### config.mk
export PLATFORM = sky130hd
export DESIGN_NAME = utf8_sanitizer
export DESIGN_NICKNAME = d
export VERILOG_FILES = /design/src/hdl/utf8s_pkg.sv /design/src/hdl/utf8s_datapath.sv /design/src/hdl/utf8s_ctrl.sv /design/src/hdl/utf8_sanitizer.sv
export SDC_FILE = /design/constraint.sdc
export NUM_CORES = 1
export LEC_CHECK = 0
export ABC_AREA = 0
export BUFFER_PORTS_ARGS = -buffer_cell sky130_fd_sc_hd__buf_2
export CELL_PAD_IN_SITES_DETAIL_PLACEMENT = 1
export CELL_PAD_IN_SITES_GLOBAL_PLACEMENT = 1
export CORE_ASPECT_RATIO = 1.75
export CORE_MARGIN = 3
export CORE_UTILIZATION = 50
export CTS_CLUSTER_SIZE = 25
export DETAILED_ROUTE_END_ITERATION = 10
export MAX_ROUTING_LAYER = met4
export PLACE_DENSITY_LB_ADDON = 0.3
export SLEW_MARGIN = 20
export SYNTH_ARGS = -nofsm -noshare
export SYNTH_HDL_FRONTEND = slang
export SYNTH_SLANG_ARGS = --single-unit
### constraint.sdc
create_clock -name clk_i -period 6.7 [get_ports clk_i]
set_clock_uncertainty 0.15 [all_clocks]
set_input_delay 0.67 -clock clk_i [delete_from_list [all_inputs] [get_ports clk_i]]
set_output_delay 0.67 -clock clk_i [all_outputs]
set_load 0.01 [all_outputs]
### src/hdl/utf8s_pkg.sv
// utf8s_pkg: types, constants and byte classification for the utf8 sanitizer
// depends on nothing; imported by the controller, datapath and top level
package utf8s_pkg;

  typedef enum logic [1:0] {
    ST_IDLE,
    ST_EVAL,
    ST_EMIT
  } state_e;

  // verdict on the byte at the head of the window
  typedef enum logic [1:0] {
    ACT_DONE,
    ACT_PASS,
    ACT_REPL,
    ACT_HOLD
  } act_e;

  typedef struct packed {
    logic load;
    logic start;
    logic emit;
    logic compact;
  } cmd_t;

  typedef struct packed {
    act_e act;
    logic emit_final;
    logic out_free;
  } status_t;

  localparam logic [7:0] LEAD2_MIN  = 8'hC2;
  localparam logic [7:0] LEAD2_MAX  = 8'hDF;
  localparam logic [7:0] LEAD3_MIN  = 8'hE0;
  localparam logic [7:0] LEAD3_MAX  = 8'hEF;
  localparam logic [7:0] LEAD4_MIN  = 8'hF0;
  localparam logic [7:0] LEAD4_MAX  = 8'hF4;
  localparam logic [7:0] LEAD_SURR  = 8'hED;
  localparam logic [7:0] CONT_A0    = 8'hA0;
  localparam logic [7:0] CONT_8F    = 8'h8F;
  localparam logic [7:0] CONT_90    = 8'h90;
  localparam logic [7:0] REPL_B0    = 8'hEF;
  localparam logic [7:0] REPL_B1    = 8'hBF;
  localparam logic [7:0] REPL_B2    = 8'hBD;
  localparam logic [2:0] REPL_LEN   = 3'd3;

  // length announced by a lead byte, 0 when it never starts a sequence
  function automatic logic [2:0] seq_len(input logic [7:0] c);
    logic [2:0] len;
    if (c[7] == 1'b0) len = 3'd1;
    else if (c >= LEAD2_MIN && c <= LEAD2_MAX) len = 3'd2;
    else if (c >= LEAD3_MIN && c <= LEAD3_MAX) len = 3'd3;
    else if (c >= LEAD4_MIN && c <= LEAD4_MAX) len = 3'd4;
    else len = 3'd0;
    return len;
  endfunction

  function automatic logic is_cont(input logic [7:0] b);
    return b[7:6] == 2'b10;
  endfunction

  // second byte check with overlong, surrogate and range limits
  function automatic logic second_ok(input logic [7:0] lead, input logic [7:0] b);
    logic ok;
    if (!is_cont(b)) ok = 1'b0;
    else if (lead == LEAD3_MIN) ok = (b >= CONT_A0);
    else if (lead == LEAD_SURR) ok = (b < CONT_A0);
    else if (lead == LEAD4_MIN) ok = (b >= CONT_90);
    else if (lead == LEAD4_MAX) ok = (b <= CONT_8F);
    else ok = 1'b1;
    return ok;
  endfunction

endpackage

### src/hdl/utf8s_datapath.sv
// utf8s_datapath: byte window, head classification and output register
// depends on utf8s_pkg; driven by utf8s_ctrl through cmd_t and status_t
module utf8s_datapath import utf8s_pkg::*; (
  input  logic       clk_i,
  input  logic       rst_ni,
  input  cmd_t       cmd_i,
  output status_t    status_o,
  input  logic [7:0] in_byte_i,
  input  logic       in_last_i,
  input  logic       out_ready_i,
  output logic       out_valid_o,
  output logic [7:0] out_byte_o,
  output logic       out_last_o
);

  logic [7:0] win_q [4];
  logic [2:0] cnt_q, pos_q;
  logic [1:0] idx_q;
  logic       last_q;
  act_e       kind_q;
  logic [2:0] len_q;
  logic       out_valid_q;
  logic [7:0] out_byte_q;
  logic       out_last_q;

  logic [7:0] head, b1, b2, b3, emit_byte;
  logic [2:0] avail, hlen, p1, p2, p3, pe, pos_fin;
  logic       bad, emit_final;
  act_e       verdict;

  // head classification
  always_comb begin
    p1    = pos_q + 3'd1;
    p2    = pos_q + 3'd2;
    p3    = pos_q + 3'd3;
    head  = win_q[pos_q[1:0]];
    b1    = win_q[p1[1:0]];
    b2    = win_q[p2[1:0]];
    b3    = win_q[p3[1:0]];
    avail = cnt_q - pos_q;
    hlen  = seq_len(head);
    bad   = (hlen == 3'd0)
          || (hlen >= 3'd2 && avail >= 3'd2 && !second_ok(head, b1))
          || (hlen >= 3'd3 && avail >= 3'd3 && !is_cont(b2))
          || (hlen == 3'd4 && avail >= 3'd4 && !is_cont(b3));
    if (pos_q == cnt_q) verdict = ACT_DONE;
    else if (hlen == 3'd1) verdict = ACT_PASS;
    else if (!bad && avail >= hlen) verdict = ACT_PASS;
    else if (bad || last_q) verdict = ACT_REPL;
    else verdict = ACT_HOLD;
  end

  // byte of the running action
  always_comb begin
    pe = pos_q + {1'b0, idx_q};
    if (kind_q == ACT_PASS) begin
      emit_byte = win_q[pe[1:0]];
    end else begin
      case (idx_q)
        2'd0:    emit_byte = REPL_B0;
        2'd1:    emit_byte = REPL_B1;
        default: emit_byte = REPL_B2;
      endcase
    end
    emit_final = ({1'b0, idx_q} == (len_q - 3'd1));
    pos_fin    = (kind_q == ACT_PASS) ? (pos_q + len_q) : p1;
  end

  assign status_o.act        = verdict;
  assign status_o.emit_final = emit_final;
  assign status_o.out_free   = !out_valid_q || out_ready_i;

  always_ff @(posedge clk_i or negedge rst_ni) begin
    if (!rst_ni) begin
      cnt_q       <= 3'd0;
      pos_q       <= 3'd0;
      idx_q       <= 2'd0;
      last_q      <= 1'b0;
      out_valid_q <= 1'b0;
    end else begin
      if (cmd_i.load) begin
        cnt_q  <= cnt_q + 3'd1;
        last_q <= in_last_i;
      end
      if (cmd_i.start) begin
        idx_q <= 2'd0;
      end
      if (cmd_i.emit) begin
        if (emit_final) begin
          pos_q <= pos_fin;
          idx_q <= 2'd0;
        end else begin
          idx_q <= idx_q + 2'd1;
        end
      end
      if (cmd_i.compact) begin
        cnt_q <= avail;
        pos_q <= 3'd0;
      end
      if (cmd_i.emit) begin
        out_valid_q <= 1'b1;
      end else if (out_ready_i) begin
        out_valid_q <= 1'b0;
      end
    end
  end

  // payload registers
  always_ff @(posedge clk_i) begin
    logic [2:0] src;
    if (cmd_i.load) begin
      win_q[cnt_q[1:0]] <= in_byte_i;
    end
    if (cmd_i.compact) begin
      for (int i = 0; i < 4; i++) begin
        src = pos_q + 3'(i);
        win_q[i] <= (src < cnt_q) ? win_q[src[1:0]] : 8'h00;
      end
    end
    if (cmd_i.start) begin
      kind_q <= verdict;
      len_q  <= (verdict == ACT_PASS) ? hlen : REPL_LEN;
    end
    if (cmd_i.emit) begin
      out_byte_q <= emit_byte;
      out_last_q <= last_q && emit_final && (pos_fin == cnt_q);
    end
  end

  assign out_valid_o = out_valid_q;
  assign out_byte_o  = out_byte_q;
  assign out_last_o  = out_last_q;

endmodule

### src/hdl/utf8s_ctrl.sv
// utf8s_ctrl: state machine that sequences load, evaluate and emit steps
// depends on utf8s_pkg; commands utf8s_datapath
module utf8s_ctrl import utf8s_pkg::*; (
  input  logic    clk_i,
  input  logic    rst_ni,
  input  logic    in_valid_i,
  output logic    in_ready_o,
  input  status_t status_i,
  output cmd_t    cmd_o
);

  state_e state_q, state_d;

  always_comb begin
    state_d = state_q;
    unique case (state_q)
      ST_IDLE: begin
        if (in_valid_i) state_d = ST_EVAL;
      end
      ST_EVAL: begin
        if (status_i.act == ACT_DONE || status_i.act == ACT_HOLD) state_d = ST_IDLE;
        else state_d = ST_EMIT;
      end
      ST_EMIT: begin
        if (status_i.out_free && status_i.emit_final) state_d = ST_EVAL;
      end
      default: state_d = ST_IDLE;
    endcase
  end

  always_comb begin
    cmd_o      = '0;
    in_ready_o = 1'b0;
    unique case (state_q)
      ST_IDLE: begin
        in_ready_o = 1'b1;
        cmd_o.load = in_valid_i;
      end
      ST_EVAL: begin
        if (status_i.act == ACT_DONE || status_i.act == ACT_HOLD) cmd_o.compact = 1'b1;
        else cmd_o.start = 1'b1;
      end
      ST_EMIT: begin
        cmd_o.emit = status_i.out_free;
      end
      default: ;
    endcase
  end

  always_ff @(posedge clk_i or negedge rst_ni) begin
    if (!rst_ni) begin
      state_q <= ST_IDLE;
    end else begin
      state_q <= state_d;
    end
  end

endmodule

### src/hdl/utf8_sanitizer.sv
// utf8_sanitizer: top level of the utf8 sanitizer, controller plus datapath
// depends on utf8s_pkg, utf8s_ctrl and utf8s_datapath
//
// usage
//   input channel: in_valid_i / in_ready_o carry one raw byte per request,
//     in_last_i marks the end of a string and flushes every held byte
//   output channel: out_valid_o / out_ready_i carry one sanitized byte per
//     request, out_last_o rides on the final byte caused by a string end
//   a request is taken one byte at a time: accept in idle, evaluate the
//     window head for each sequence to resolve and for the final check, then
//     emit the bytes of each action before evaluating again
//   throughput is set by the single emit path: at most one output byte per
//     cycle while the output is free, and an evaluate step between actions
//   out_valid_o first rises after accept once evaluate and emit have run
//   a bad lead becomes ef bf bd and the bytes behind it are looked at again
//   up to three bytes of an unfinished sequence stay held between requests
//   reset empties the window and drops the output register; no clearing pass
//   a stalled receiver freezes the emit step; input is only taken once every
//     byte resolved from the previous request is in the output register
module utf8_sanitizer import utf8s_pkg::*; (
  input  logic       clk_i,
  input  logic       rst_ni,
  input  logic       in_valid_i,
  output logic       in_ready_o,
  input  logic [7:0] in_byte_i,
  input  logic       in_last_i,
  output logic       out_valid_o,
  input  logic       out_ready_i,
  output logic [7:0] out_byte_o,
  output logic       out_last_o
);

  // command and status between the two halves
  cmd_t    cmd;
  status_t status;

  // sequencer: idle, evaluate head, emit bytes of one action
  utf8s_ctrl u_ctrl (
    .clk_i      (clk_i),
    .rst_ni     (rst_ni),
    .in_valid_i (in_valid_i),
    .in_ready_o (in_ready_o),
    .status_i   (status),
    .cmd_o      (cmd)
  );

  // window of held bytes, head checks and output register
  utf8s_datapath u_datapath (
    .clk_i       (clk_i),
    .rst_ni      (rst_ni),
    .cmd_i       (cmd),
    .status_o    (status),
    .in_byte_i   (in_byte_i),
    .in_last_i   (in_last_i),
    .out_ready_i (out_ready_i),
    .out_valid_o (out_valid_o),
    .out_byte_o  (out_byte_o),
    .out_last_o  (out_last_o)
  );

endmodule

==> summary.md <==
| Metric | Value |
|---|---|
| Max-cap violations | `0` |
| Tmin final | `about 5000 ps` |
| Cells after Synth | `364` |
| Status | `finished, final reports clean` |
| Final Hold Fails | `0` |
| Layout area overhead | `13.0%` |
| Post-synth EDFFs | `46` |
| Synth top cells by count | `nand2_1 (72), edfxtp_1 (46), mux4_2 (38), nand3_1 (29), ha_1 (24)` |
| Area contributors post-synth | `edfxtp_1 (33%), mux4_2 (20%), dfrtp_1 (7.1%)` |
| Setup TNS Final | `0 ps` |
| Synthesis-stage register bit count | `58` |
| Sequential area share after synthesis | `39.6%` |
| Slowest CP cell | `nor2_1` |
| Htree depth | `3` |
| Clock transition at the registers of the reported paths | `approximately 50 ps` |
| Post-Syn Area | `0.00424 sq mm` |
| Crit start category | `flop` |
| Number of global-route vias before repair | `3560` |
| CTS buffer count | `9` |
| Slew margin rel. | `30.4%` |
| GRT Residual Overflow | `0` |
| Biggest area consumer among synthesized cells | `edfxtp_1` |
| CP Data Arrival Time | `5160 ps` |
| CP Class | `flop to flop` |
| Slew Limit Fails | `0` |
| Slew of the pin with the lowest slew margin | `1040 ps` |
| Root Driver | `clkbuf_16` |
| Post_cts resized | `0` |
| Setup Viol. Count Final | `0` |
| WL per Instance | `26.0 microns` |
| Worst-path maximum fanout | `20` |
| Syn Nets | `403` |
| Setup Fix Bufs, Post-CTS | `0` |
| CP top delay family | `simple AND/OR/NAND/NOR gates` |
| RePlAce Congestion | `0.921` |
| FMAX | `~0.20 GHz` |
| Post-DP HPWL | `approximately 9500 microns` |
| CTS tree | `yes` |
| Worst path bufs/invs | `2` |
| Drt first pass iters | `5` |
| Pre-CTS WS | `1650 ps` |
| Slowest stage delay, CP | `730 ps` |
| Synth cell types | `52` |
| Die width | `75.6 microns` |
| Final ANT Viol Nets | `0` |
| I/O pin cnt | `24` |
| Critical Path RT | `6750 ps` |
| Sink Count | `58` |
| DRC errors left | `0` |
| Clock latency on the worst-skew pair | `340 ps` |
| CP cell instances | `inv_1, ha_1, buf_4, mux4_2, o31ai_1, xor2_1, a221oi_2, o22ai_2, a311oi_2, ha_1, nand3b_1, nor2_1, nand3_1, nand2_1` |
| Layout Nets | `434` |
| Hold_ws | `63.4 ps` |
| YS warnings | `0` |
| Final WS setup | `1590 ps` |
| FFs w/ async S/R, synth | `20.7%` |
| Yosys top cell area share | `32.6%` |
| Filler Cell Count | `between 800 and 900` |
| GRT Overall Usage | `29.3%` |
| Critical Path Sink Type | `flop` |
| Die H | `128 microns` |
| Input/output buffers | `23` |
| HP Class | `input port to async pin` |
| Fin crit share | `76.3%` |
| Iter 0 DRT Violations | `just under 400` |
| Core Area | `0.00807 sq mm` |
| Initial antenna violation count | `0` |
| Share of cells above drive strength 1 | `25.0%` |
| Die area | `0.00967 sq mm` |
| Row cnt | `43` |
| CTS Hold Bufs | `0` |
| Most used DFF post-synth | `edfxtp_1` |
| Post-Syn Area per Cell | `11.7 sq um` |
| Dpl cell area | `0.00448 sq mm` |
| R2r setup slk | `1590 ps` |
| Starting Density | `52.6%` |
| Final wirelength | `roughly 13000 microns` |
| Final instance area | `0.00479 sq mm` |
| Most frequent cell after synthesis | `nand2_1` |
| Vias/cell | `6.84` |
| Ant. Diodes | `0` |
| RSZ-0062 raised after global routing | `false` |
| Largest net degree at the start of global routing | `21` |
| Global-route wire length before repair | `~20000 microns` |
| Crit path top cell by count | `ha_1` |
| CTS Buffer Depth | `2` |
| Total number of vias | `3352` |
==> flip-flops by register name, indices dropped and copies added (netlist names) <==
| signal | cells |
|---|---|
| u_datapath.len_q | 3 |
| u_datapath.idx_q | 2 |
| u_datapath.kind_q | 2 |
| u_datapath.out_byte_o | 8 |
| u_datapath.last_q | 1 |
| u_datapath.win_q | 32 |
| u_datapath.out_valid_o | 1 |
| u_ctrl.state_q | 2 |
| u_datapath.cnt_q | 3 |
| u_datapath.out_last_o | 1 |
| u_datapath.pos_q | 3 |
==> final timing paths <==
| kind | to | depth (start not counted) | startpoint |
|---|---|---|---|
| worst max-delay path | u_datapath.win_q[2][5]$_DFFE_PP_ | 14 | u_datapath.pos_q[0]$_DFFE_PN0P_ |
| max in group asynchronous | u_datapath.pos_q[0]$_DFFE_PN0P_ | 1 | rst_ni |
| worst min-delay path | u_datapath.cnt_q[2]$_DFFE_PN0P_ | 1 | rst_ni |
| worst max register to register | u_datapath.win_q[2][5]$_DFFE_PP_ | 14 | u_datapath.pos_q[0]$_DFFE_PN0P_ |
| worst min register to register | u_datapath.out_valid_o$_DFFE_PN0P_ | 2 | u_datapath.out_valid_o$_DFFE_PN0P_ |
| min in group clk_i | u_datapath.out_valid_o$_DFFE_PN0P_ | 2 | u_datapath.out_valid_o$_DFFE_PN0P_ |
==> layer usage <==
| metal | vias to the layer above | GRT usage (%) | part of all wire (%) |
|---|---|---|---|
| met1 | 1730 | 31.5 | 34 |
| met3 | 38 | 5.26 | 5.6 |
| met5 | - | - | 0 |
| met4 | 0 | 15.7 | 5.2 |
| met2 | 149 | 49.6 | 55 |
| li1 | 1435 | - | - |
==> cell type report <==
cell class                 count  area [sq um]  share of cell area [%]
clock inverter                 7          83.8                    1.75
timing repair buffer          35           205                    4.28
tap                           90           113                    2.35
clock buffer                   9           225                    4.70
multi-input combinational    276          2430                    50.6
inverter                      15          56.3                    1.17
sequential                    58          1680                    35.1
==> stage by stage <==
stage	util, %	cells
after floorplan	-	364
after global placement	55.6	474
after detailed placement	55.6	474
after CTS	59.4	490
after global routing	59.4	490
final	59.4	490
==> cell families (layout without fill, tap and decap cells) <==
family | Yosys count | in the layout | synth area share (%)
and+or+nand+nor | 148 | 148 | 16.3
DFF | 58 | 58 | 39.6
AOI/OAI and AO/OA | 45 | 45 | 7.76
muxes | 41 | 41 | 21.7
buffers and inverters | 30 | 66 | 3.24
adders and majority gates | 26 | 26 | 8.02
xor gates and xnor gates | 16 | 16 | 3.30
==> placed cells by master (no fill, tap or decap), types with 3 or more instances in the layout <==
master and instances:
edfxtp_1 46, nand2_1 72, xnor2_1 10, o21ai_1 4
a21oi_1 6, mux4_2 38, xor2_1 6, nor3_1 3
clkbuf_16 9, buf_4 12, nor2b_1 7, nor2_1 12
ha_1 24, nand3_1 29, o21ai_0 11, clkinv_1 3
buf_2 23, o31ai_1 3, nand2b_1 11, dfrtp_1 11
inv_1 15
Power is left out: the tool's default activity adds up to more than one toggle a clock period on the data nets, which glitch-free logic cannot reach.
